**config.mk**
```make
export PLATFORM = sky130hd
export DESIGN_NAME = rcpfa_seq
export DESIGN_NICKNAME = d
export VERILOG_FILES = /design/src/rtl/rcpfa_pkg.sv /design/src/rtl/rcpfa_seq.sv
export SDC_FILE = /design/constraint.sdc
export NUM_CORES = 1
export LEC_CHECK = 0
export BUFFER_PORTS_ARGS = -buffer_cell sky130_fd_sc_hd__buf_2
export CORE_AREA = 2 2 53 55
export DETAILED_ROUTE_END_ITERATION = 6
export DIE_AREA = 0 0 55 57
export GPL_ROUTABILITY_DRIVEN = 0
export GPL_TIMING_DRIVEN = 0
export PLACE_DENSITY_LB_ADDON = 0.12
export SETUP_SLACK_MARGIN = 0.5
export SYNTH_ARGS = -nofsm -noshare
export SYNTH_HDL_FRONTEND = slang
export SYNTH_SLANG_ARGS = --single-unit
```
**constraint.sdc**
```tcl
create_clock -name clk -period 2.2 [get_ports clk]
set_input_delay 0.11 -clock clk [delete_from_list [all_inputs] [get_ports clk]]
set_output_delay 0.11 -clock clk [all_outputs]
set_load 0.1 [all_outputs]
```
**src/rtl/rcpfa_pkg.sv**
```systemverilog
`default_nettype none
// ----------------------------------------------------------------------------
// rcpfa_pkg: shared types, constants and microcode for the page frame allocator
// Holds the control word layout, the step program and the result encodings.
// ----------------------------------------------------------------------------
package rcpfa_pkg;

	// defaults for the top level parameters
	localparam int          FRAME_COUNT_DEF     = 16384;
	localparam int          RESERVED_FRAMES_DEF = 896;
	localparam logic [31:0] MEMORY_BASE_DEF     = 32'h0010_0000;

	// entry word layout and fixed values
	localparam logic [31:0] ADDR_MASK      = 32'hffff_f000;
	localparam logic [31:0] WRITE_BIT      = 32'h0000_0002;
	localparam logic [31:0] NEW_FLAGS      = 32'h0000_0007;
	localparam logic [7:0]  RESERVED_COUNT = 8'd100;
	localparam logic [7:0]  COUNT_MAX      = 8'hff;
	localparam int          PAGE_SHIFT     = 12;

	// action codes
	localparam logic [1:0] ACT_ALLOC  = 2'd0;
	localparam logic [1:0] ACT_SHARE  = 2'd1;
	localparam logic [1:0] ACT_WFAULT = 2'd2;

	// step counter and program addresses
	typedef logic [4:0] step_t;

	localparam step_t P_IDLE     = 5'd0;
	localparam step_t P_A_INIT   = 5'd1;
	localparam step_t P_A_SCAN   = 5'd2;
	localparam step_t P_A_FAIL   = 5'd3;
	localparam step_t P_A_TAKE   = 5'd4;
	localparam step_t P_S_CHK    = 5'd5;
	localparam step_t P_S_INC    = 5'd6;
	localparam step_t P_S_SKIP   = 5'd7;
	localparam step_t P_W_CHK    = 5'd8;
	localparam step_t P_W_ONE    = 5'd9;
	localparam step_t P_W_INIT   = 5'd10;
	localparam step_t P_W_SCAN   = 5'd11;
	localparam step_t P_W_FAIL   = 5'd12;
	localparam step_t P_W_TAKE   = 5'd13;
	localparam step_t P_W_READ   = 5'd14;
	localparam step_t P_W_DEC    = 5'd15;
	localparam step_t P_W_NEW    = 5'd16;
	localparam step_t P_W_OWN    = 5'd17;
	localparam step_t P_NOP      = 5'd18;

	// branch conditions
	typedef enum logic [1:0] {
		COND_NONE   = 2'd0,
		COND_HIT    = 2'd1,
		COND_NOT_OK = 2'd2,
		COND_ONE    = 2'd3
	} cond_t;

	// count store write kinds
	typedef enum logic [1:0] {
		WR_NONE = 2'd0,
		WR_ONE  = 2'd1,
		WR_INC  = 2'd2,
		WR_DEC  = 2'd3
	} wr_t;

	// result selection
	typedef enum logic [2:0] {
		RES_ZERO       = 3'd0,
		RES_ALLOC      = 3'd1,
		RES_ALLOC_FAIL = 3'd2,
		RES_SHARE      = 3'd3,
		RES_WF_OWN     = 3'd4,
		RES_WF_NEW     = 3'd5,
		RES_WF_FAIL    = 3'd6
	} res_t;

	// one control word per step
	typedef struct packed {
		logic  scan_init;
		logic  scan_run;
		logic  loop;
		logic  rd_idx;
		wr_t   wr;
		res_t  res;
		logic  emit;
		cond_t cond;
		step_t target;
	} cw_t;

	// status from the datapath back to the sequencer
	typedef struct packed {
		logic hit;
		logic scan_end;
		logic ok;
		logic one;
		logic out_room;
	} st_t;

	localparam cw_t CW_NOP = '{
		scan_init: 1'b0, scan_run: 1'b0, loop: 1'b0, rd_idx: 1'b0,
		wr: WR_NONE, res: RES_ZERO, emit: 1'b0, cond: COND_NONE, target: P_IDLE
	};

	// microcode rom
	function automatic cw_t ucode(input step_t pc);
		cw_t w;
		w = CW_NOP;
		case (pc)
			P_A_INIT: begin
				w.scan_init = 1'b1;
			end
			P_A_SCAN: begin
				w.scan_run = 1'b1;
				w.loop     = 1'b1;
				w.cond     = COND_HIT;
				w.target   = P_A_TAKE;
			end
			P_A_FAIL: begin
				w.res  = RES_ALLOC_FAIL;
				w.emit = 1'b1;
			end
			P_A_TAKE: begin
				w.wr   = WR_ONE;
				w.res  = RES_ALLOC;
				w.emit = 1'b1;
			end
			P_S_CHK: begin
				w.rd_idx = 1'b1;
				w.cond   = COND_NOT_OK;
				w.target = P_S_SKIP;
			end
			P_S_INC: begin
				w.wr   = WR_INC;
				w.res  = RES_SHARE;
				w.emit = 1'b1;
			end
			P_S_SKIP: begin
				w.res  = RES_SHARE;
				w.emit = 1'b1;
			end
			P_W_CHK: begin
				w.rd_idx = 1'b1;
				w.cond   = COND_NOT_OK;
				w.target = P_W_INIT;
			end
			P_W_ONE: begin
				w.cond   = COND_ONE;
				w.target = P_W_OWN;
			end
			P_W_INIT: begin
				w.scan_init = 1'b1;
			end
			P_W_SCAN: begin
				w.scan_run = 1'b1;
				w.loop     = 1'b1;
				w.cond     = COND_HIT;
				w.target   = P_W_TAKE;
			end
			P_W_FAIL: begin
				w.res  = RES_WF_FAIL;
				w.emit = 1'b1;
			end
			P_W_TAKE: begin
				w.wr     = WR_ONE;
				w.cond   = COND_NOT_OK;
				w.target = P_W_NEW;
			end
			P_W_READ: begin
				w.rd_idx = 1'b1;
			end
			P_W_DEC: begin
				w.wr   = WR_DEC;
				w.res  = RES_WF_NEW;
				w.emit = 1'b1;
			end
			P_W_NEW: begin
				w.res  = RES_WF_NEW;
				w.emit = 1'b1;
			end
			P_W_OWN: begin
				w.res  = RES_WF_OWN;
				w.emit = 1'b1;
			end
			P_NOP: begin
				w.res  = RES_ZERO;
				w.emit = 1'b1;
			end
			default: begin
				w = CW_NOP;
			end
		endcase
		return w;
	endfunction

	// first step of each action
	function automatic step_t entry_step(input logic [1:0] act);
		step_t s;
		case (act)
			ACT_ALLOC:  s = P_A_INIT;
			ACT_SHARE:  s = P_S_CHK;
			ACT_WFAULT: s = P_W_CHK;
			default:    s = P_NOP;
		endcase
		return s;
	endfunction

endpackage
`default_nettype wire

```
**src/rtl/rcpfa_seq.sv**
```systemverilog
`default_nettype none
// ----------------------------------------------------------------------------
// rcpfa_seq: microcode sequencer
// Step counter, control rom lookup, dispatch on action and conditional jumps.
// ----------------------------------------------------------------------------
module rcpfa_seq (
	input  wire logic           clk,
	input  wire logic           arst_n,
	input  wire logic           clearing,
	input  wire logic           in_valid,
	input  wire logic [1:0]     action,
	input  wire rcpfa_pkg::st_t st,
	output logic                in_stall,
	output logic                accept,
	output logic                go,
	output rcpfa_pkg::cw_t      cw
);

	import rcpfa_pkg::*;

	step_t pc_q;
	logic  cond_true;

	assign cw       = ucode(pc_q);
	assign in_stall = clearing || (pc_q != P_IDLE);
	assign accept   = in_valid && !in_stall;

	// an emitting step waits for room in the output register
	assign go = !(cw.emit && !st.out_room);

	// branch condition select
	always_comb begin
		case (cw.cond)
			COND_HIT:    cond_true = st.hit;
			COND_NOT_OK: cond_true = !st.ok;
			COND_ONE:    cond_true = st.one;
			default:     cond_true = 1'b0;
		endcase
	end

	// step counter
	always_ff @(posedge clk or negedge arst_n) begin
		if (!arst_n) begin
			pc_q <= P_IDLE;
		end else if (pc_q == P_IDLE) begin
			if (accept) begin
				pc_q <= entry_step(action);
			end
		end else if (go) begin
			if (cw.emit) begin
				pc_q <= P_IDLE;
			end else if (cond_true) begin
				pc_q <= cw.target;
			end else if (cw.loop && !st.scan_end) begin
				pc_q <= pc_q;
			end else begin
				pc_q <= pc_q + step_t'(1);
			end
		end
	end

endmodule
`default_nettype wire

```
After elaboration in Yosys (flattened, before gate mapping)
Index checks and enable logic that the tools add are counted.
- flip-flop bits (word level): 5
- output and inout port bits: 20
- word-level logic and storage cells: 61
- add/sub/neg operators: 1
- equal/unequal tests: 26
- mux-type cells: 14
- reduce and logical (&&, ||, !) cells: 19
- operators by type and width (operator ; number):
    case mux 7 bit (6 select lines) ; 1
    == test 5 x 4 -> 1 bit, second input constant ; 8
    two-way mux 5 bit ; 6
    case mux 4 bit (7 select lines) ; 1
    == test 5 x 3 -> 1 bit, second input constant ; 4
    == test 5 bit, second input constant ; 3
    case mux 5 bit (3 select lines) ; 1
    == test 5 x 2 -> 1 bit, second input constant ; 2
    OR reduction 2 bit ; 5
    == test 2 bit, second input constant ; 3
    case mux 2 bit (3 select lines) ; 1
    adder 5 x 1 -> 5 bit, second input constant ; 1
    == test 5 x 1 -> 1 bit, second input constant ; 1
    zero test 1 bit ; 5
    zero test 5 bit ; 1
    nonzero test 5 bit ; 1
    == test 2 x 1 -> 1 bit, second input constant ; 2
    != test 4 bit, second input constant ; 1
    logical AND 1 bit ; 3
    case mux 1 bit (3 select lines) ; 1
    AND reduction 3 bit ; 1
    OR reduction 3 bit ; 1
    zero test 2 bit ; 1
    two-way mux 1 bit ; 2
    4 further kinds ; 4

Longest topological paths before layout
Gate-level depths: netlist (run 1).
- word-level depth: 9
- mapped depth: 9

Least setup slack after synthesis (run 1)
Ideal clock, no wire load.
- path type: reg2reg
- start point: register pc_q[2]
- end point: register pc_q[2]
- setup time: 0.084 ns
- arrival: 3.630 ns
- setup slack: -1.513 ns
- stages on the path, launching flop included: 7
- cells stage by stage: dfrtp_1 buf_2 buf_1 nand2_1 o21ai_0 o211ai_1 a2bb2oi_1
- RTL lines (what ; RTL line ; source):
    start: declaration ; rcpfa_seq.sv:21 ; step_t pc_q;
    start signal: assignment ; rcpfa_seq.sv:47 ; pc_q <= entry_step(action);
    start signal: assignment ; rcpfa_seq.sv:53 ; pc_q <= cw.target;
    start signal: assignment ; rcpfa_seq.sv:55 ; pc_q <= pc_q;

Worst setup path after layout (run 1)
- start point: register pc_q[0]
- end point: register pc_q[0]
- cells in the longest elaborated chain, start to end: 8
- elaborated cells between the ends (all ways): 42
- those cells by class: add/sub: 1; eq/ne: 21; mux: 9; reduce/logical: 11
- RTL lines (what ; RTL line ; source):
    == test 5 x 4 -> 1 bit, or another cell as far along ; rcpfa_pkg.sv:107 ; case (pc)
    case mux 7 bit (6 select lines) ; rcpfa_pkg.sv:107 ;
    == test 2 bit / == test 2 x 1 -> 1 bit (equally long branches) ; rcpfa_seq.sv:33 ; case (cw.cond)
    case mux 1 bit (3 select lines) ; rcpfa_seq.sv:33 ;
    two-way mux 5 bit ; rcpfa_seq.sv:52 ; end else if (cond_true) begin
    two-way mux 5 bit ; rcpfa_seq.sv:50 ; if (cw.emit) begin
    two-way mux 5 bit ; rcpfa_seq.sv:49 ; end else if (go) begin
    two-way mux 5 bit ; rcpfa_seq.sv:45 ; end else if (pc_q == P_IDLE) begin
Several ways; a longest one is shown, not always the timed one. The select of a mux whose other input is x is not followed.
A chain may end at the register's enable or synchronous reset.

==> results.ini, run 1 <==
[die]
die_w_um = 55
rows = 19
start_util_pct = 34.1
io_pins = 31
design.die.area_um2 = 3140
die_h_um = 57
coreArea_um2 = 2620

[cts]
cts.sink_count = 5
cts_root_buf = clkbuf_4
cts_tree = done
clock_latency_ps = 240
htree_levels = 1
clk_path_buf_depth = 2
cts_made_buffers = 3
clk_pin_slew_ps = 40

[grt]
grt_pass1_wl_um = 6410
grt_max_degree = 11
grt_pass1_vias = 1361
grt_antenna_before_repair = 0
grt_overflow = 0
grt_usage_pct = 27.7

[yosys]
syn_area_per_cell_um2 = 7.24
async_reset_ff_share_pct = 100
synthTopCellsByCount = nor2_1, inv_1, nand2_1
yosysWarnings = 0
syn-num-nets = 139
syn_inst = 123
ys_top_cells_by_area = dfrtp_1, ha_1, nor2_1, inv_1, a2bb2oi_1
ys_types = 49
synth_edf_count = 0
netlist_area_um2 = 891
synth-main-ff-cell = dfrtp_1
synth.yosys.seq_area_share_pct = 14.0
yosysTopAreaCellShare_pct = 14.0
yosys.area.top_type = dfrtp_1
synthMostInstantiatedCell = nor2_1
ys_ff_latch = 5

[critical_path]
required_ps = 2300
cp-end-kind = flop
worstPathMaxFanout = 4
crit_path_max_incr_delay_ps = 540
startpoint_type = flop
crit_arrival_ps = 2490
r2r_cells = 9
crit_slowest_cell = or4_4
worstPathCellList = inv_4 > ha_4 > nor2_4 > or4_4 > a211oi_4 > buf_4 > o21ai_0 > a31oi_1 > o32ai_2
worstSetupPathType = reg -> reg

[timing]
hold_violations = 0
final.min_clock_period_ps = 2380
slew_headroom_pct = 68.0
finalHoldWorstSlack_ps = 210
fin_setup_tns_ps = -646
setup_viol = 6
fin_worst_skew_ps = 0.660
post-route-period-util_pct = 108
rsz0062_at_grt = true
timing.fmax_mhz = 419
drv_slew = 0
worst_slack_ps = -184
worst_pin_slew_ps = 479

[status]
violations = negative setup slack
status = finished with violations

[detailed_routing]
drt_first_pass_iters = 4
dr_total_vias = 1289
postRouteAntennaNets = 0
drc = 0
routedWlPerCell_um = 19.7
wl_um = 4350
drt_iter0_drc = 37
routed_via_density = 5.83

[layout]
largest_reg_flops = 5
diodes = 0
layout-drive-gt1-share_pct = 77.4
nNetsFinal = 207
area.growth.synth_to_final_pct = 148
largest_registers = pc_q x5
largest-register = pc_q

[worst_hold_path]
hold_class = in -> async

[job]
max-cap-violations = 0

[placed_design]
portBuffers = 30
dp_hpwl_um = 2200

[critical path, delay by kind of cell, from the launching register on]
family                   cells  cell delay [ps]
AO/OA/AOI/OAI                4              790
AND/OR/NAND/NOR              2              580
flip-flops                   1              440
buffers and inverters        2              280
adder cells (fa/ha/maj)      1              170
[cell families (layout without fill, tap and decap cells)]
family                   Yosys count  count (layout)  share of synthesized area, %
AND/OR/NAND/NOR                   54              54                          35.8
AO/OA/AOI/OAI                     36              36                          29.2
XOR/XNOR                           3               3                          2.95
multiplexers                       2               2                          2.39
buffers and inverters             18              85                          8.57
adder cells (fa/ha/maj)            5               5                          7.02
flip-flops                         5               5                          14.0
[timing repair]
action | in CTS | in global routing
resized for setup | 146 | 20
buffers inserted | 28 | 4
pin swaps | 20 | 7
setup endpoints to repair | 25 | 25
hold buffers | 1 | 0
hold endpoints to repair | 5 | 0
[cell type report]
cell class / count / area [um2]
clock buffers: 4 / 26.3
inverters: 10 / 67.6
fillers: 138 / 403
repair buffers: 63 / 723
multi-input cells: 100 / 1130
flip-flops and latches: 5 / 130
plain buffers: 8 / 100
well taps: 31 / 38.8
[final timing paths]
path	endpoint	start	slack (ps)
max in group asynchronous	pc_q[3]	arst_n	1850
min in group clk	pc_q[2]	action[0]	210
worst min-delay path	pc_q[0]	arst_n	210
worst max register to register	pc_q[0]	pc_q[0]	-180
worst min register to register	pc_q[1]	pc_q[1]	730
worst max-delay path	pc_q[0]	pc_q[0]	-180
[metrics by stage]
stage          utilization, %  std cells  area (um2)  setup WS [ps]
6_report                 84.6        221        2210           -184
5_1_grt                  84.6        221        2210           -239
4_1_cts                  80.9        217        2120          -37.4
3_5_place_dp             48.9        184        1280           -414
3_3_place_gp             48.9        184        1280           -381
2_1_floorplan               -        123        1090           -607
[layer usage]
layer / GRT usage [%] / vias up / wire, um
met5: 0 / - / 0
met4: 11.8 / 0 / 152
met3: 3.93 / 16 / 201
met2: 48.5 / 60 / 2270
met1: 32.6 / 629 / 1720
li1: - / 584 / -
[cells in the final DEF, fill, tap and decap left out, types with 4 or more instances in the layout]
cell type   instances
buf_2              10
clkinvlp_4          6
buf_4              23
buf_12             18
nand2_1             5
buf_6              14
nor2_4              5
ha_4                4
dfrtp_2             4
nor2_1              6
Power of run 1 is not shown: default switching activity piles up to over one toggle a cycle in this logic, so the estimate is an artifact.
==> run 2, diff against run 1 <==
==> constraint.sdc (replaced) <==
create_clock -name clk -period 2.8 [get_ports clk]
set_input_delay 0.14 -clock clk [delete_from_list [all_inputs] [get_ports clk]]
set_output_delay 0.14 -clock clk [all_outputs]
set_load 0.1 [all_outputs]
==> run 2 against run 1 <==
- the run now ends clean
- die area did not move
- sequential share of layout area rose by 2.3 points
- clock skew rose by 3.0 ps
- worst hold slack improved by 32 ps
- core utilization fell by 24 points
- non-clock buffer count fell by 16
- final area fell by 28%
- critical path type unchanged
- critical endpoint is now pc_q[2]
==> results.ini, run 2 (same netlist as run 1, synthesis figures left out) <==
[status]
status = complete, no violations

[detailed_routing]
routedWlPerCell_um = 15.1  ; -23%
wl_um = 3100  ; -29%
routed_via_density = 5.51  ; -5.6%
postRouteAntennaNets = 0  ; unchanged
drt_iter0_drc = 14  ; -62%
dr_total_vias = 1129  ; -12%
drt_first_pass_iters = 4  ; unchanged
drc = 0  ; unchanged

[layout]
layout_common_cells = buf_2, buf_4, nand2_1
area.growth.synth_to_final_pct = 77.7
largest_registers = pc_q x5
fin_util_pct = 60.5  ; -24 points
layout-drive-gt1-share_pct = 59.2  ; -18 points
nNetsFinal = 191  ; -7.7%
diodes = 0  ; unchanged
layout_commonest_cell = buf_2
largest_reg_flops = 5  ; unchanged
largest-register = pc_q

[critical_path]
crit_path_max_incr_delay_ps = 480  ; -60 ps
required_ps = 2910  ; +610 ps
r2r_slack_ps = 480  ; +660 ps
cp-end-kind = flop
cpMostUsedCell = buf_6
crit_arrival_ps = 2430  ; -60 ps
r2r_start = pc_q[0]
worstPathMaxFanout = 8  ; +4
r2r_cells = 10  ; +1
crit_start = pc_q[0]
startpoint_type = flop
worstSetupPathType = reg -> reg
worstPathCellList = ha_1 > buf_6 > nor3b_4 > buf_4 > nor4b_2 > a211oi_4 > nor4_4 > buf_6 > nor2_4 > a2bb2oi_1
timing.rr.end = pc_q[2]
worstSetupEndpoint = pc_q[2]
crit_slowest_cell = nor4b_2

[cts]
clk_pin_slew_ps = 40  ; about the same
cts_tree = done
clk_path_buf_depth = 2  ; unchanged
cts_root_buf = clkbuf_4
cts.sink_count = 5  ; unchanged
clock_latency_ps = 240  ; about the same
htree_levels = 1  ; unchanged
cts_made_buffers = 3  ; unchanged

[die]
design.die.area_um2 = 3140  ; unchanged
coreArea_um2 = 2620  ; unchanged
die_w_um = 55  ; unchanged
start_util_pct = 34.1  ; unchanged
rows = 19  ; unchanged
io_pins = 31  ; unchanged
die_h_um = 57  ; unchanged

[grt]
grt_usage_pct = 19.8  ; -8.0 points
grtUsageMet3_pct = 2.36  ; -1.6 points
grt_max_degree = 11  ; unchanged
grt_pass1_wl_um = 4610  ; -28%
met1_usage_pct = 26.1  ; -6.5 points
grt_overflow = 0  ; unchanged
grt_pass1_vias = 1005  ; -26%
gr-usage-met2_pct = 32.1  ; -16 points
grt_antenna_before_repair = 0  ; unchanged
grt_busiest_layer = met2

[timing]
hold_violations = 0  ; unchanged
worst_pin_slew_ps = 504  ; +24.7 ps
rsz0062_at_grt = true
setup_viol = 0  ; -6
post-route-period-util_pct = 83.0  ; -25 points
fin_worst_skew_ps = 3.68  ; +3.02 ps
timing.fmax_mhz = 430  ; +2.6%
slew_headroom_pct = 66.3  ; -1.7 points
drv_slew = 0  ; unchanged
final.min_clock_period_ps = 2320  ; -60.1 ps

[job]
max-cap-violations = 0  ; unchanged

[placed_design]
dp_hpwl_um = 2140  ; -2.7%
portBuffers = 30  ; unchanged

[worst_hold_path]
hold_class = in -> async

[run 2: cell count changes in the layout (fill, tap and decap cells not counted), moves of 4 or more]
cell / delta
buf_4: -7
buf_2: +18
clkinvlp_4: -5
nand2_1: +4
buf_12: -17
inv_1: +7
buf_6: -7
[run 2: area by class of cell]
type                    count  area (um2)
fillers                   245        1030
clock buffers               4        26.3
flip-flops and latches      5         129
inverters                  10        43.8
plain buffers               8        51.3
multi-input cells         100         961
well taps                  31        38.8
repair buffers             47         333
[run 2: through the flow]
step           setup WS (ps)  TNS [ps]  instances  area (um2)  hold slack (ps)
2_1_floorplan          -6.53     -6.53        123         968             -156
3_3_place_gp             231         0        184        1160            -47.6
3_5_place_dp             228         0        184        1160            -45.7
4_1_cts                  356         0        195        1340              227
5_1_grt                  395         0        205        1580              262
6_report                 476         0        205        1580              242
[run 2: repair_timing]
action                                 in CTS  in global routing
setup endpoints to repair                  17                 13
pin swaps                                   6                 12
cloned                                      0                  0
hold buffers                                1                  0
resized for setup                          26                 42
endpoints found under the hold margin       5                  0
setup buffers                               6                 10
[run 2: routing by layer]
metal | wire length [um] | part of all wire [%] | up-vias
li1 | - | - | 559
met1 | 1310 | 42 | 534
met2 | 1660 | 53 | 30
met3 | 83 | 2.7 | 6
met4 | 51 | 1.6 | 0
met5 | 0 | 0 | -
[run 2: critical path, delay by kind of cell (launching register included)]
kind | cells | cell delay [ps]
DFF | 1 | 420
AOI/OAI and AO/OA | 2 | 250
adders and majority gates | 1 | 190
and+or+nand+nor | 4 | 870
buffers and inverters | 3 | 450
[run 2: how the worst min path moves through the flow]
stage	start	endpoint	slack [ps]	cells after the start
finish	arst_n	pc_q[4]	240	2
global route	arst_n	pc_q[4]	260	2
CTS	arst_n	pc_q[4]	230	2
detailed placement	arst_n	pc_q[4]	-50	1
global placement	arst_n	pc_q[4]	-50	1
floorplan	arst_n	pc_q[0]	-160	0
Power of run 2 is left out for the same reason.
