===== src/rtl/rcpfa_pkg.sv =====
`default_nettype none
// ----------------------------------------------------------------------------
// rcpfa_pkg: shared types, constants and microcode for the page frame allocator
// Holds the control word layout, the step program and the result encodings.
// ----------------------------------------------------------------------------
package rcpfa_pkg;

	// defaults for the top level parameters
	localparam int          FRAME_COUNT_DEF     = 16384;
	localparam int          RESERVED_FRAMES_DEF = 896;
	localparam logic [31:0] MEMORY_BASE_DEF     = 32'h0010_0000;

	// entry word layout and fixed values
	localparam logic [31:0] ADDR_MASK      = 32'hffff_f000;
	localparam logic [31:0] WRITE_BIT      = 32'h0000_0002;
	localparam logic [31:0] NEW_FLAGS      = 32'h0000_0007;
	localparam logic [7:0]  RESERVED_COUNT = 8'd100;
	localparam logic [7:0]  COUNT_MAX      = 8'hff;
	localparam int          PAGE_SHIFT     = 12;

	// action codes
	localparam logic [1:0] ACT_ALLOC  = 2'd0;
	localparam logic [1:0] ACT_SHARE  = 2'd1;
	localparam logic [1:0] ACT_WFAULT = 2'd2;

	// step counter and program addresses
	typedef logic [4:0] step_t;

	localparam step_t P_IDLE     = 5'd0;
	localparam step_t P_A_INIT   = 5'd1;
	localparam step_t P_A_SCAN   = 5'd2;
	localparam step_t P_A_FAIL   = 5'd3;
	localparam step_t P_A_TAKE   = 5'd4;
	localparam step_t P_S_CHK    = 5'd5;
	localparam step_t P_S_INC    = 5'd6;
	localparam step_t P_S_SKIP   = 5'd7;
	localparam step_t P_W_CHK    = 5'd8;
	localparam step_t P_W_ONE    = 5'd9;
	localparam step_t P_W_INIT   = 5'd10;
	localparam step_t P_W_SCAN   = 5'd11;
	localparam step_t P_W_FAIL   = 5'd12;
	localparam step_t P_W_TAKE   = 5'd13;
	localparam step_t P_W_READ   = 5'd14;
	localparam step_t P_W_DEC    = 5'd15;
	localparam step_t P_W_NEW    = 5'd16;
	localparam step_t P_W_OWN    = 5'd17;
	localparam step_t P_NOP      = 5'd18;

	// branch conditions
	typedef enum logic [1:0] {
		COND_NONE   = 2'd0,
		COND_HIT    = 2'd1,
		COND_NOT_OK = 2'd2,
		COND_ONE    = 2'd3
	} cond_t;

	// count store write kinds
	typedef enum logic [1:0] {
		WR_NONE = 2'd0,
		WR_ONE  = 2'd1,
		WR_INC  = 2'd2,
		WR_DEC  = 2'd3
	} wr_t;

	// result selection
	typedef enum logic [2:0] {
		RES_ZERO       = 3'd0,
		RES_ALLOC      = 3'd1,
		RES_ALLOC_FAIL = 3'd2,
		RES_SHARE      = 3'd3,
		RES_WF_OWN     = 3'd4,
		RES_WF_NEW     = 3'd5,
		RES_WF_FAIL    = 3'd6
	} res_t;

	// one control word per step
	typedef struct packed {
		logic  scan_init;
		logic  scan_run;
		logic  loop;
		logic  rd_idx;
		wr_t   wr;
		res_t  res;
		logic  emit;
		cond_t cond;
		step_t target;
	} cw_t;

	// status from the datapath back to the sequencer
	typedef struct packed {
		logic hit;
		logic scan_end;
		logic ok;
		logic one;
		logic out_room;
	} st_t;

	localparam cw_t CW_NOP = '{
		scan_init: 1'b0, scan_run: 1'b0, loop: 1'b0, rd_idx: 1'b0,
		wr: WR_NONE, res: RES_ZERO, emit: 1'b0, cond: COND_NONE, target: P_IDLE
	};

	// microcode rom
	function automatic cw_t ucode(input step_t pc);
		cw_t w;
		w = CW_NOP;
		case (pc)
			P_A_INIT: begin
				w.scan_init = 1'b1;
			end
			P_A_SCAN: begin
				w.scan_run = 1'b1;
				w.loop     = 1'b1;
				w.cond     = COND_HIT;
				w.target   = P_A_TAKE;
			end
			P_A_FAIL: begin
				w.res  = RES_ALLOC_FAIL;
				w.emit = 1'b1;
			end
			P_A_TAKE: begin
				w.wr   = WR_ONE;
				w.res  = RES_ALLOC;
				w.emit = 1'b1;
			end
			P_S_CHK: begin
				w.rd_idx = 1'b1;
				w.cond   = COND_NOT_OK;
				w.target = P_S_SKIP;
			end
			P_S_INC: begin
				w.wr   = WR_INC;
				w.res  = RES_SHARE;
				w.emit = 1'b1;
			end
			P_S_SKIP: begin
				w.res  = RES_SHARE;
				w.emit = 1'b1;
			end
			P_W_CHK: begin
				w.rd_idx = 1'b1;
				w.cond   = COND_NOT_OK;
				w.target = P_W_INIT;
			end
			P_W_ONE: begin
				w.cond   = COND_ONE;
				w.target = P_W_OWN;
			end
			P_W_INIT: begin
				w.scan_init = 1'b1;
			end
			P_W_SCAN: begin
				w.scan_run = 1'b1;
				w.loop     = 1'b1;
				w.cond     = COND_HIT;
				w.target   = P_W_TAKE;
			end
			P_W_FAIL: begin
				w.res  = RES_WF_FAIL;
				w.emit = 1'b1;
			end
			P_W_TAKE: begin
				w.wr     = WR_ONE;
				w.cond   = COND_NOT_OK;
				w.target = P_W_NEW;
			end
			P_W_READ: begin
				w.rd_idx = 1'b1;
			end
			P_W_DEC: begin
				w.wr   = WR_DEC;
				w.res  = RES_WF_NEW;
				w.emit = 1'b1;
			end
			P_W_NEW: begin
				w.res  = RES_WF_NEW;
				w.emit = 1'b1;
			end
			P_W_OWN: begin
				w.res  = RES_WF_OWN;
				w.emit = 1'b1;
			end
			P_NOP: begin
				w.res  = RES_ZERO;
				w.emit = 1'b1;
			end
			default: begin
				w = CW_NOP;
			end
		endcase
		return w;
	endfunction

	// first step of each action
	function automatic step_t entry_step(input logic [1:0] act);
		step_t s;
		case (act)
			ACT_ALLOC:  s = P_A_INIT;
			ACT_SHARE:  s = P_S_CHK;
			ACT_WFAULT: s = P_W_CHK;
			default:    s = P_NOP;
		endcase
		return s;
	endfunction

endpackage
`default_nettype wire


===== src/rtl/rcpfa_dp.sv =====
`default_nettype none
// ----------------------------------------------------------------------------
// rcpfa_dp: allocator datapath
// Item registers, frame index check, downward scan, count update and
// the output register.
// ----------------------------------------------------------------------------
module rcpfa_dp #(
	parameter int          FRAME_COUNT = rcpfa_pkg::FRAME_COUNT_DEF,
	parameter logic [31:0] MEMORY_BASE = rcpfa_pkg::MEMORY_BASE_DEF,
	parameter int          IW          = $clog2(FRAME_COUNT)
) (
	input  wire logic           clk,
	input  wire logic           arst_n,
	input  wire logic           accept,
	input  wire logic           go,
	input  wire rcpfa_pkg::cw_t cw,
	input  wire logic [1:0]     action,
	input  wire logic [31:0]    entry,
	input  wire logic [7:0]     mem_rdata,
	input  wire logic           out_stall,
	output rcpfa_pkg::st_t      st,
	output logic                mem_we,
	output logic [IW-1:0]       mem_waddr,
	output logic [7:0]          mem_wdata,
	output logic                mem_re,
	output logic [IW-1:0]       mem_raddr,
	output logic                out_valid,
	output logic [31:0]         result_word,
	output logic                copy_needed,
	output logic                out_of_frames
);

	import rcpfa_pkg::*;

	logic [31:0]   entry_q;
	logic [IW-1:0] idx_q;
	logic          ok_q;
	logic [IW-1:0] scan_q;
	logic          scan_live_q;
	logic [IW-1:0] raddr_s1;
	logic          rvalid_s1;
	logic          out_valid_q;
	logic [31:0]   word_q;
	logic          copy_q;
	logic          none_q;

	logic [31:0] probe;
	logic [31:0] diff;
	logic [19:0] off;
	logic        in_range;
	logic        above;
	logic        issue;
	logic [31:0] fresh_addr;
	logic [31:0] res_word;
	logic        res_copy;
	logic        res_none;
	logic        out_load;

	// frame index of the incoming entry
	always_comb begin
		if (action == ACT_SHARE) begin
			probe = entry & ~WRITE_BIT;
			above = probe > MEMORY_BASE;
		end else begin
			probe = entry & ADDR_MASK;
			above = probe >= MEMORY_BASE;
		end
		diff     = probe - MEMORY_BASE;
		off      = diff[31:PAGE_SHIFT];
		in_range = {1'b0, off} < 21'(FRAME_COUNT);
	end

	// item registers
	always_ff @(posedge clk) begin
		if (accept) begin
			entry_q <= entry;
			idx_q   <= off[IW-1:0];
			ok_q    <= above && in_range;
		end
	end

	// downward scan, one read issued per cycle; stops on a free frame so
	// that its index stays in raddr_s1
	assign issue = cw.scan_run && scan_live_q && !st.hit;

	always_ff @(posedge clk or negedge arst_n) begin
		if (!arst_n) begin
			scan_live_q <= 1'b0;
			rvalid_s1   <= 1'b0;
		end else begin
			rvalid_s1 <= issue;
			if (cw.scan_init) begin
				scan_live_q <= 1'b1;
			end else if (issue && (scan_q == '0)) begin
				scan_live_q <= 1'b0;
			end
		end
	end

	always_ff @(posedge clk) begin
		if (cw.scan_init) begin
			scan_q <= IW'(FRAME_COUNT - 1);
		end else if (issue) begin
			scan_q <= scan_q - IW'(1);
		end
		if (issue) begin
			raddr_s1 <= scan_q;
		end
	end

	// count store access
	assign mem_re    = issue || cw.rd_idx;
	assign mem_raddr = issue ? scan_q : idx_q;
	assign mem_we    = go && (cw.wr != WR_NONE);
	assign mem_waddr = (cw.wr == WR_ONE) ? raddr_s1 : idx_q;

	always_comb begin
		case (cw.wr)
			WR_ONE:  mem_wdata = 8'd1;
			WR_INC:  mem_wdata = mem_rdata + {7'd0, mem_rdata != COUNT_MAX};
			WR_DEC:  mem_wdata = mem_rdata - {7'd0, mem_rdata != 8'd0};
			default: mem_wdata = mem_rdata;
		endcase
	end

	// status to the sequencer
	assign st.hit      = rvalid_s1 && (mem_rdata == 8'd0);
	assign st.scan_end = rvalid_s1 && (raddr_s1 == '0);
	assign st.ok       = ok_q;
	assign st.one      = mem_rdata == 8'd1;
	assign st.out_room = !out_valid_q || !out_stall;

	// result select
	assign fresh_addr = MEMORY_BASE + (32'(raddr_s1) << PAGE_SHIFT);

	always_comb begin
		res_word = 32'd0;
		res_copy = 1'b0;
		res_none = 1'b0;
		case (cw.res)
			RES_ALLOC:      res_word = fresh_addr;
			RES_ALLOC_FAIL: res_none = 1'b1;
			RES_SHARE:      res_word = entry_q & ~WRITE_BIT;
			RES_WF_OWN:     res_word = entry_q | WRITE_BIT;
			RES_WF_NEW: begin
				res_word = fresh_addr | NEW_FLAGS;
				res_copy = 1'b1;
			end
			RES_WF_FAIL: begin
				res_word = entry_q;
				res_none = 1'b1;
			end
			default: res_word = 32'd0;
		endcase
	end

	// output register
	assign out_load = cw.emit && go;

	always_ff @(posedge clk or negedge arst_n) begin
		if (!arst_n) begin
			out_valid_q <= 1'b0;
		end else if (out_load) begin
			out_valid_q <= 1'b1;
		end else if (!out_stall) begin
			out_valid_q <= 1'b0;
		end
	end

	always_ff @(posedge clk) begin
		if (out_load) begin
			word_q <= res_word;
			copy_q <= res_copy;
			none_q <= res_none;
		end
	end

	assign out_valid     = out_valid_q;
	assign result_word   = word_q;
	assign copy_needed   = copy_q;
	assign out_of_frames = none_q;

endmodule
`default_nettype wire


===== config.mk =====
export PLATFORM = sky130hd
export DESIGN_NAME = rcpfa_dp
export DESIGN_NICKNAME = d
export VERILOG_FILES = /design/src/rtl/rcpfa_pkg.sv /design/src/rtl/rcpfa_dp.sv
export SDC_FILE = /design/constraint.sdc
export NUM_CORES = 1
export LEC_CHECK = 0
export BUFFER_PORTS_ARGS = -buffer_cell sky130_fd_sc_hd__buf_2
export CORE_ASPECT_RATIO = 0.9
export CORE_MARGIN = 2
export CORE_UTILIZATION = 56
export CTS_CLUSTER_DIAMETER = 100
export CTS_CLUSTER_SIZE = 30
export DETAILED_ROUTE_END_ITERATION = 10
export PLACE_DENSITY = 0.85
export SYNTH_ARGS = -nofsm -noshare
export SYNTH_HDL_FRONTEND = slang
export SYNTH_SLANG_ARGS = --single-unit

===== constraint.sdc =====
create_clock -name clk -period 4 [get_ports clk]
set_input_delay 0.2 -clock clk [delete_from_list [all_inputs] [get_ports clk]]
set_output_delay 0.2 -clock clk [all_outputs]
set_load 0.02 [all_outputs]

Word-level counts from Yosys, hierarchy flattened
Index checks and enable logic that the tools add are counted.
{ "word_totals": {"ff_bits": 112, "output_inout_bits": 78, "wordCells": 64} }
{ "op_classes": {"addsub": 5, "order_cmp": 3, "eq_ne": 13, "muxes": 12, "n_reduce_logical": 20} }
{ "op_table": {"columns": ["op", "count"], "rows": [
  ["one-hot mux 32 bit (5 select lines)", 1],
  [">= comparator 32 x 21 -> 1 bit (second input constant)", 1],
  ["greater-than comparator 32 x 21 -> 1 bit (second input constant)", 1],
  ["subtractor 32 x 21 -> 32 bit (second input constant)", 1],
  ["zero test 14 bit", 2],
  ["two-way mux 14 bit", 2],
  ["adder 21 x 26 -> 27 bit (first input constant)", 1],
  ["one-hot mux 8 bit (3 select lines)", 1],
  ["< comparator 20 x 15 -> 1 bit (second input constant)", 1],
  ["subtractor 14 x 1 -> 14 bit (second input constant)", 1],
  ["two-way mux 12 bit", 1],
  ["equality test 3 bit (second input constant)", 3],
  ["adder 8 x 1 -> 8 bit", 1],
  ["equality test 8 x 1 -> 1 bit (second input constant)", 1],
  ["logical AND 1 bit", 8],
  ["zero test 8 bit", 1],
  ["inequality test 8 bit (second input constant)", 1],
  ["nonzero test 8 bit", 1],
  ["subtractor 8 x 1 -> 8 bit", 1],
  ["two-way mux 1 bit", 7],
  ["equality test 3 x 2 -> 1 bit (second input constant)", 2],
  ["equality test 2 x 1 -> 1 bit (second input constant)", 2],
  ["equality test 2 bit (second input constant)", 2],
  ["nonzero test 2 bit", 2],
  ["other kinds (5)", 8]
]} }

Depth between registers and ports, before layout
Gate-level depths: netlist (run 1).
{ "logic_depth": {"depth_word": 7, "depth_mapped": 11, "ltp_nobuf": 11} }

Worst setup path after synthesis (run 1)
Ideal clock, no wire load.
{ "synth_path": {"kind": "input-to-output", "from": "input port cw[12] in the netlist's numbering", "to": "output port mem_wdata[6]", "t_arrival_ps": 2646, "t_required_ps": 3800, "setup_slack_ps": 1154, "stages": 9, "path_buffers": 1, "cell_sequence": "clkbuf_1 clkinv_1 o22ai_1 ha_1 nor2b_1 o31a_1 o21a_1 or3_1 a31o_2"} }
{ "synth_via": {"elab_chain_len": 2, "elab_cells_between_ends": 4} }
{ "synth_lines": {"columns": ["element", "line_no", "source"], "rows": [
  ["start, declared", "rcpfa_dp.sv:16", "input wire rcpfa_pkg::cw_t cw,"],
  ["equality test 2 bit or equality test 2 x 1 -> 1 bit (tied branches)", "rcpfa_dp.sv:118", "case (cw.wr)"],
  ["one-hot mux 8 bit (3 select lines) *", "rcpfa_dp.sv:118", null],
  ["end, declared", "rcpfa_dp.sv:24", "output logic [7:0] mem_wdata,"]
]} }
Mark *: on every way between the ends. The rest lies on a longest branch, timed or not.

Final worst setup path (run 1)
{ "layout_path": {"from": "input port cw[12] in the netlist's numbering", "to": "output port mem_wdata[7]"} }
Same word-level chain as after synthesis.

==> impl_summary.txt, run 1 <==
----------------------------------------------------
[Power]
  Static leakage ... 2.40 nW
  VDD IR max ... 0.240 mV
  Ratio of total power to cell area ... 377 mW/mm²
  Power consumption ... 2.26 mW

[Floorplanning]
  Initial core utilization ... 57.9%
  Area of the die ... 0.00962 mm²
  Vert. Die Dim ... 93.3 µm
  Core area ... 0.00857 mm²
  IO Count ... 142
  Die width ... 103 µm
  Std-Cell Rows ... 32

[Logic synthesis]
  Area of the mapped netlist ... 0.00496 mm²
  Sequential fraction of the synthesis area ... 59.9%
  Post-synth EDFFs ... 87
  Dominant synthesized flop cell ... edfxtp_1
  Synth Register Bits ... 104
  Syn avg cell area ... 12.9 µm²
  Synthesized netlist cell count ... 384
  Synth async-reset ratio ... 2.88%
  Ys Warns ... 0
  Post-synthesis net count ... 462
  Synth unique cells ... 54

[STA]
  Min Hold Slack ... 15.7 ps
  Count of endpoints failing setup in the final report ... 0
  Final-report hold violation count ... 0
  Final Slew Violations ... 0
  Setup tns final ... 0 ps
  Smallest setup slack after layout ... 592 ps
  Post-route clock skew ... 9.30 ps
  Ratio of final minimum period to clock period ... 85.2%
  Slew @ Worst Pin ... 1070 ps
  Highest attainable clock frequency ... 293 MHz
  RSZ-0062 raised after global routing ... false
  Min Clock Period, post-route ... 3410 ps
  Worst slew margin ... 28.8%

[Clock tree]
  Insertion delay of the later-clocked pin in the worst-skew pair ... 370 ps
  Post-CTS setup buffer count ... 0
  Number of buffers created by CTS ... 9
  Clock transition at the registers of the reported paths ... 100 ps
  Clock Tree Buf Depth ... 2
  Clock Sinks ... 104
  Root Buffer Master ... clkbuf_8
  TritonCTS clock tree ... built
  H-tree depth reported by CTS ... 3

[Routing]
  First-pass DRT Iterations ... 4
  Number of nets with antenna violations after routing ... 0
  Metal-1 WL ... 4.72 mm
  Violation count after the first detailed-routing iteration ... 236
  Via density per instance ... 5.62
  Via count ... 3647
  Met3 WL ... 737 µm
  Routed met2 length ... 5.70 mm
  Total routed wirelength ... 11.5 mm
  Detailed-route DRC error count ... 0
  Top routing layer in use ... met4
  Average wire per standard cell ... 17.7 µm

[Final layout]
  ANT cells ... 0
  Fraction of final layout cells with drive strength greater than 1 ... 35.8%
  Area Overhead vs Synth ... 21.0%
  # nets final ... 603
  Layout fillers ... 655
  Final instance area ... 0.00600 mm²
  End-of-flow core utilization ... 70.0%
  Count of non-filler cells in the finished layout ... 649

[Placement]
  Post-detail-place hpwl ... 8.40 mm
  Total instance count after detailed placement ... 630
  Count of buffers from port buffering ... 133
  Cell area reported after detailed placement ... 0.00577 mm²
  Post-placement setup slack ... 636 ps
  Gpl congestion ... 0.839

[Hold path]
  Worst hold path depth ... 1
  Hold path endpoint ... entry_q[15]
  Type of the tightest min-delay check ... in2reg
  Worst hold start ... entry[15]

[Global route]
  Number of antenna violations at the first check in global routing ... 0
  Number of global-route vias before repair ... 3470
  Pin count of the biggest net entering global routing ... 40
  Overall track demand over capacity in global routing ... 23.5%
  Global-route wire length before repair ... 17.0 mm
  Leftover overflow at the end of global routing ... 0

[Worst setup path]
  Largest driver fanout on the critical path ... 11
  FF-to-FF path depth ... 4
  Reg2reg end ... scan_q[1]
  Most common cell type on the critical path ... buf_2
  Arrival time at the worst endpoint ... 3210 ps
  Worst Path Required ... 3800 ps
  R2r startpoint ... scan_live_q
  Sort of element at the end of the critical path ... output pin
  Critical Path Slowest Stage Cell ... o22ai_1
  Cells along the critical path ... buf_2 > clkinv_1 > o22ai_1 > ha_1 > nor2b_1 > o31ai_1 > a2111oi_0 > or3_1 > a31o_2 > buf_2
  Setup slack on the worst flop-to-flop path ... 2020 ps
  Kind of critical path ... in2out
  Delay of the slowest cell on the worst path ... 640 ps
  Kind of launch point of the worst setup path ... input pin

[Status]
  Outcome ... completed

[Job]
  Count of maximum capacitance violations ... 0

----------------------------------------------------
==> worst max path at each step <==
stage / from / end / slack, ps
after CTS: cw[12] / mem_wdata[7] / 630
final: cw[12] / mem_wdata[7] / 590
after floorplan: cw[12] / mem_wdata[6] / 1150
after global placement: cw[12] / mem_wdata[7] / 750
after detailed placement: cw[12] / mem_wdata[7] / 640
after global routing: cw[12] / mem_wdata[6] / 370
==> final cells by class <==
class                      instances  area [µm²]  area share [%]
sequential                       104        2970            49.5
multi-input combinational        251        1880            31.4
timing repair buffer             140         726            12.1
tap                              119         149            2.48
clock buffer                       9         124            2.06
clock inverter                     7        78.8            1.31
inverter                          19        71.3            1.19
==> logic make-up after synthesis <==
logic type / after synthesis / synth area share [%]
AOI/OAI and AO/OA: 59 / 8.93
xor gates and xnor gates: 17 / 3.00
adders and majority gates: 14 / 3.68
buffers and inverters: 29 / 2.42
DFF: 104 / 59.9
muxes: 29 / 6.56
and+or+nand+nor: 132 / 15.5
==> flip-flops by register name, indices dropped and copies added (netlist names) <==
name,count
out_valid,1
out_of_frames,1
scan_live_q,1
copy_needed,1
ok_q,1
entry_q,32
idx_q,6
scan_q,14
rvalid_s1,1
result_word,32
raddr_s1,14
==> layer usage <==
metal	vias to the layer above	track usage, %
met4	0	8.22
li1	1726	-
met1	1737	31.1
met3	24	5.01
met5	-	0
met2	160	38.5
==> cell usage after synthesis (all sizes together), types with 7 or more instances <==
cell type | n | area (µm²)
a22o | 9 | 78.8
and2 | 15 | 93.8
and3 | 7 | 43.8
clkbuf | 8 | 30.0
dfxtp | 14 | 280
edfxtp | 87 | 2610
ha | 13 | 163
inv | 18 | 67.6
mux2 | 28 | 315
nand2 | 17 | 63.8
nand2b | 12 | 75.1
nand3 | 11 | 55.1
nor2 | 14 | 52.6
nor2b | 7 | 43.8
nor3 | 14 | 70.1
nor4 | 11 | 81.3
o21ai | 13 | 65.1
xnor2 | 9 | 78.8
xor2 | 8 | 70.1
==> layout by cell type, fill, tap and decap left out, drive strengths merged, types with 4 or more instances in the layout <==
master,Yosys,final
or3,6,6
nand2,17,17
dfxtp,14,14
xor2,8,8
nor4b,5,5
nor3,14,14
nand2b,12,12
o21ai,13,13
inv,18,20
buf,2,137
a22o,9,9
mux2,28,28
edfxtp,87,87
and2,15,15
clkinv,1,5
o21a,5,5
a31o,5,5
nor2,14,14
and3,7,7
or2,4,4
a21oi,6,6
ha,13,13
xnor2,9,9
nor4,11,11
nand3,11,11
nor2b,7,7
clkbuf,8,9
==> critical path, delay by kind of cell <==
kind	cells	cell delay, ps
fa+ha+maj	1	350
simple gates	2	500
buf+inv	3	650
compound gates	4	1500
==> repair_timing <==
item	in CTS	in global routing
hold buffers	1	2
gates resized for setup	0	0
endpoints found under the hold margin	3	2
==> where the power goes <==
group	internal, mW	leakage (nW)	switching [mW]	total, mW
Combinational	0.135	1.33	0.211	0.346
Clock	0.296	0.104	0.365	0.661
Sequential	1.24	0.962	0.0210	1.26
No activity file was read; power rests on OpenSTA's default activity.
==> inputs of run 2 (changes only) <==
--- a/config.mk
+++ b/config.mk
@@ -8,11 +8,11 @@
 export BUFFER_PORTS_ARGS = -buffer_cell sky130_fd_sc_hd__buf_2
 export CORE_ASPECT_RATIO = 0.9
 export CORE_MARGIN = 2
-export CORE_UTILIZATION = 56
+export CORE_UTILIZATION = 52
 export CTS_CLUSTER_DIAMETER = 100
 export CTS_CLUSTER_SIZE = 30
 export DETAILED_ROUTE_END_ITERATION = 10
-export PLACE_DENSITY = 0.85
+export PLACE_DENSITY = 0.8
 export SYNTH_ARGS = -nofsm -noshare
 export SYNTH_HDL_FRONTEND = slang
 export SYNTH_SLANG_ARGS = --single-unit
==> constraint.sdc (replaced) <==
create_clock -name clk -period 3.4 [get_ports clk]
set_input_delay 0.17 -clock clk [delete_from_list [all_inputs] [get_ports clk]]
set_output_delay 0.17 -clock clk [all_outputs]
set_load 0.02 [all_outputs]
==> impl_summary.txt, run 2 (synthesis gave the netlist of run 1 again) <==
----------------------------------------------------
[Routing]
  Total routed wirelength ... 11.4 mm
  Violation count after the first detailed-routing iteration ... 223
  Detailed-route DRC error count ... 0
  First-pass DRT Iterations ... 5
  Number of nets with antenna violations after routing ... 0
  Via density per instance ... 5.53
  Via count ... 3686
  Average wire per standard cell ... 17.2 µm

[Final layout]
  Most common cell after layout, fill and taps aside ... buf_2
  Most frequent cells in the layout ... buf_2, edfxtp_1, mux2_2
  # nets final ... 617
  Combined area of the multi-input logic cells ... 0.00189 mm²
  Final instance area ... 0.00614 mm²
  ANT cells ... 0
  Area of all sequential standard cells ... 0.00297 mm²
  Layout fillers ... 698
  Fraction of final layout cells with drive strength greater than 1 ... 35.1%
  Area Overhead vs Synth ... 23.8%
  End-of-flow core utilization ... 66.7%

[STA]
  Count of endpoints failing setup in the final report ... 0
  Final Slew Violations ... 0
  Highest attainable clock frequency ... 314 MHz
  Slew @ Worst Pin ... 1080 ps
  Post-route clock skew ... 7.94 ps
  Worst slew margin ... 27.9%
  Ratio of final minimum period to clock period ... 93.8%
  Setup tns final ... 0 ps
  Final-report hold violation count ... 0
  RSZ-0062 raised after global routing ... false
  Min Clock Period, post-route ... 3190 ps

[Placement]
  Cell area reported after detailed placement ... 0.00578 mm²
  Post-detail-place hpwl ... 8.27 mm
  Gpl congestion ... 0.804
  Count of buffers from port buffering ... 133

[Status]
  Outcome ... completed

[Floorplanning]
  Std-Cell Rows ... 33
  IO Count ... 142
  Die width ... 107 µm
  Core area ... 0.00921 mm²
  Vert. Die Dim ... 96.6 µm
  Area of the die ... 0.0103 mm²
  Initial core utilization ... 53.9%

[Clock tree]
  Root Buffer Master ... clkbuf_8
  TritonCTS clock tree ... built
  Number of buffers created by CTS ... 9
  Clock Tree Buf Depth ... 2
  H-tree depth reported by CTS ... 3
  Clock Sinks ... 104
  Clock transition at the registers of the reported paths ... 100 ps
  Insertion delay of the later-clocked pin in the worst-skew pair ... 360 ps

[Global route]
  Leftover overflow at the end of global routing ... 0
  Routing layer with the top usage in global route ... met2
  Global-route wire length before repair ... 17.8 mm
  Pin count of the biggest net entering global routing ... 40
  Met3 demand-to-capacity share in global routing ... 4.31%
  Fraction of met2 tracks used by global routing ... 37.0%
  GR met1 Demand/Resource ... 28.5%
  Number of antenna violations at the first check in global routing ... 0
  Number of global-route vias before repair ... 3590
  Overall track demand over capacity in global routing ... 22.1%

[Worst setup path]
  Arrival time at the worst endpoint ... 3020 ps
  Sort of element at the end of the critical path ... output pin
  Largest driver fanout on the critical path ... 11
  Kind of launch point of the worst setup path ... input pin
  Worst Path Required ... 3230 ps
  Kind of critical path ... in2out

[Power]
  VDD IR max ... 0.298 mV
  Static leakage ... 2.45 nW
  Ratio of total power to cell area ... 432 mW/mm²

[Job]
  Count of maximum capacitance violations ... 0

[Hold path]
  Type of the tightest min-delay check ... in2reg

----------------------------------------------------
-- run 2: layer usage --
| layer | vias up | share of wire [%] |
|---|---|---|
| met1 | 1760 | 42 |
| met2 | 141 | 49 |
| met5 | - | 0 |
| met3 | 24 | 6.1 |
| met4 | 0 | 2.7 |
| li1 | 1761 | - |
-- run 2: final cells by class --
type,count,share of cell area (%)
Inverter,19,1.16
Clock buffer,10,2.08
Clock inverter,6,1.12
Multi-Input combinational cell,251,30.8
Tap cell,122,2.49
Timing Repair Buffer,154,14.1
Sequential cell,104,48.3
-- run 2: through the flow --
step	hold WS [ps]	setup WS (ps)	total power, mW	cells
floorplan	-126	614	1.74	384
global placement	-20.6	363	1.90	634
detailed placement	-26.9	74.9	1.91	634
CTS	4.70	76.8	2.66	666
global route	4.97	78.3	2.74	666
finish	16.4	212	2.65	666
-- run 2: worst max-delay path: stages --
cell and delay, ps:
buf_2 210, clkinv_1 280, o22ai_2 430, nand2_1 140, ha_1 200, nor2b_1 150, o31ai_1 120, a2111oi_0 650
o21ai_0 220, a31o_2 290, buf_2 150
-- run 2: what timing repair did --
item                                    in CTS  in global routing
gates resized for setup                      0                  1
buffers inserted                             0                  0
endpoints found under the hold margin       18                  0
hold buffers                                16                  0
endpoints found under the setup margin       0                  3
-- run 2: power by group --
group          leakage (nW)  switching [mW]  internal, mW
combinational          1.39           0.248         0.169
clock                0.0968           0.412         0.345
sequential            0.962          0.0262          1.45
-- run 2: final timing paths --
kind / startpoint / end / slack (ps) / cells after the start
setup / recovery: cw[12] / mem_wdata[7] / 210 / 11
hold / removal: entry[15] / entry_q[15] / 20 / 1
setup reg to reg: scan_q[2] / scan_q[12] / 1470 / 5
hold reg to reg: out_valid / out_valid / 500 / 2
max in group asynchronous: arst_n / rvalid_s1 / 3150 / 2
min in group asynchronous: arst_n / scan_live_q / 130 / 2
==> inputs of run 3 (changes only) <==
--- a/config.mk
+++ b/config.mk
@@ -7,7 +7,6 @@
 export LEC_CHECK = 0
 export BUFFER_PORTS_ARGS = -buffer_cell sky130_fd_sc_hd__buf_2
 export CORE_ASPECT_RATIO = 0.9
-export CORE_MARGIN = 2
 export CORE_UTILIZATION = 52
 export CTS_CLUSTER_DIAMETER = 100
 export CTS_CLUSTER_SIZE = 30
==> constraint.sdc (replaced) <==
create_clock -name clk -period 3.4 [get_ports clk]
set_input_delay 0.51 -clock clk [delete_from_list [all_inputs] [get_ports clk]]
set_output_delay 0.51 -clock clk [all_outputs]
set_load 0.02 [all_outputs]
==> impl_summary.txt, run 3 (synthesis gave the netlist of run 1 again) <==
----------------------------------------------------
[Status]
  Outcome ... completed

[Power]
  VDD IR max ... 0.244 mV
  Fraction of power consumed by sequential logic ... 56.8%
  Net load switching power ... 0.709 mW
  Ratio of total power to cell area ... 429 mW/mm²
  Proportion of power drawn by the clock network ... 27.2%
  Gate power share ... 16.0%
  Switching power share of the total ... 27.3%
  Cell Int Power ... 1.89 mW
  Static leakage ... 2.41 nW

[Worst setup path]
  Sort of element at the end of the critical path ... output pin
  Kind of critical path ... in2out
  Setup slack on the worst flop-to-flop path ... 1430 ps
  Delay of the slowest cell on the worst path ... 400 ps
  Reg2reg end ... scan_q[12]
  Critical Path Slowest Stage Cell ... fa_1
  Largest driver fanout on the critical path ... 5
  Most common cell type on the critical path ... buf_2
  R2r startpoint ... scan_q[2]
  Kind of launch point of the worst setup path ... input pin
  Worst Path Required ... 2890 ps
  Cells along the critical path ... buf_2 > nand4_1 > o22ai_4 > nand2_1 > ha_1 > fa_1 > nor2b_2 > o31a_1 > o21a_1 > o21ai_0 > a31o_2 > buf_2
  Arrival time at the worst endpoint ... 2790 ps
  FF-to-FF path depth ... 5
  Critical Path Source ... mem_rdata[2]

[Clock tree]
  H-tree depth reported by CTS ... 3
  Insertion delay of the later-clocked pin in the worst-skew pair ... 370 ps
  Clock Tree Buf Depth ... 2
  TritonCTS clock tree ... built
  Clock Sinks ... 104
  Clock transition at the registers of the reported paths ... 100 ps
  Number of buffers created by CTS ... 9
  Root Buffer Master ... clkbuf_8

[Floorplanning]
  Area of the die ... 0.00993 mm²
  Std-Cell Rows ... 33
  Vert. Die Dim ... 94.6 µm
  IO Count ... 142
  Die width ... 105 µm
  Core area ... 0.00917 mm²
  Initial core utilization ... 54.1%

[Routing]
  Metal-1 WL ... 4.72 mm
  Detailed-route DRC error count ... 0
  First-pass DRT Iterations ... 4
  Violation count after the first detailed-routing iteration ... 220
  Routed met2 length ... 5.38 mm
  Total routed wirelength ... 11.0 mm
  Via count ... 3645
  Number of nets with antenna violations after routing ... 0
  Via density per instance ... 5.54
  Met3 WL ... 582 µm
  Average wire per standard cell ... 16.7 µm
  Top routing layer in use ... met4

[Hold path]
  Worst hold path depth ... 1
  Hold path endpoint ... entry_q[1]
  Worst hold start ... entry[1]
  Type of the tightest min-delay check ... in2reg

[STA]
  Min Clock Period, post-route ... 3300 ps
  Final Slew Violations ... 0
  Ratio of final minimum period to clock period ... 97.0%
  Min Hold Slack ... 318 ps
  Slew @ Worst Pin ... 956 ps
  Worst slew margin ... 36.3%
  Final-report hold violation count ... 0
  Post-route clock skew ... 9.12 ps
  Highest attainable clock frequency ... 303 MHz
  Count of endpoints failing setup in the final report ... 0

[Final layout]
  Area Overhead vs Synth ... 22.3%
  ANT cells ... 0
  # nets final ... 610
  Fraction of final layout cells with drive strength greater than 1 ... 37.7%
  Final instance area ... 0.00606 mm²
  Most frequent cells in the layout ... buf_2, edfxtp_1, mux2_2
  Count of non-filler cells in the finished layout ... 658
  Most common cell after layout, fill and taps aside ... buf_2

[Global route]
  Global-route wire length before repair ... 16.9 mm
  Number of antenna violations at the first check in global routing ... 0
  Number of global-route vias before repair ... 3450
  Overall track demand over capacity in global routing ... 22.6%
  Leftover overflow at the end of global routing ... 0
  Pin count of the biggest net entering global routing ... 40

[Placement]
  Post-detail-place hpwl ... 8.07 mm
  Cell area reported after detailed placement ... 0.00583 mm²
  Total instance count after detailed placement ... 640
  Count of buffers from port buffering ... 133
  Gpl congestion ... 0.812

[Job]
  Count of maximum capacitance violations ... 0

----------------------------------------------------
## run 3: cell count changes in the layout (fill, tap and decap cells not counted), moves of 2 or more
cell           delta
clkinvlp_4        +2
dlygate4sd3_1    -15
inv_8             +2
buf_4             +8
## run 3: critical path: cells and delay by family
family | cells | cell delay (ps)
AOI/OAI and AO/OA | 5 | 840
adders and majority gates | 2 | 610
and+or+nand+nor | 3 | 500
buffers and inverters | 2 | 300
## run 3: cell type report
| cell class | instances | area, µm² |
|---|---|---|
| Timing Repair Buffer | 147 | 773 |
| Multi-Input combinational cell | 251 | 1920 |
| Clock inverter | 6 | 53.8 |
| Inverter | 19 | 71.3 |
| Fill cell | 697 | 3100 |
| Tap cell | 122 | 153 |
| Clock buffer | 9 | 124 |
| Sequential cell | 104 | 2970 |
## run 3: stage by stage
stage	setup WS [ps]	util, %	total power [mW]	setup TNS, ps
finish	102	66.1	2.60	0
detailed placement	24.9	63.6	1.91	0
floorplan	81.4	-	1.74	0
global route	-15.0	66.1	2.70	-15.0
global placement	117	63.6	1.90	0
CTS	30.2	65.6	2.60	0
## run 3: repair_timing
action / in CTS / in global routing
setup endpoints to repair: 0 / 3
gates resized for setup: 0 / 6
hold buffers: 1 / 0
buffers inserted: 0 / 2
endpoints found under the hold margin: 3 / 0
## run 3: worst max path at each step
| stage | to | slack [ps] | cells past startpoint |
|---|---|---|---|
| 2_1_floorplan | mem_wdata[6] | 80 | 9 |
| 3_3_place_gp | mem_wdata[6] | 120 | 13 |
| 3_5_place_dp | mem_wdata[7] | 20 | 10 |
| 4_1_cts | mem_wdata[7] | 30 | 10 |
| 5_1_grt | mem_wdata[6] | -10 | 12 |
| 6_report | mem_wdata[6] | 100 | 12 |
## run 3: power by group through the flow
stage	logic (mW)	registers [mW]	clock network, mW
global placement	0.396	1.50	0
CTS	0.408	1.48	0.716
finish	0.417	1.48	0.708
detailed placement	0.405	1.51	0
floorplan	0.220	1.52	0
global route	0.450	1.49	0.760
## run 3: routing by layer
metal,vias up,track usage [%]
li1,1743,-
met1,1725,29.4
met2,154,37.4
met3,23,3.80
met4,0,10.7
met5,-,0
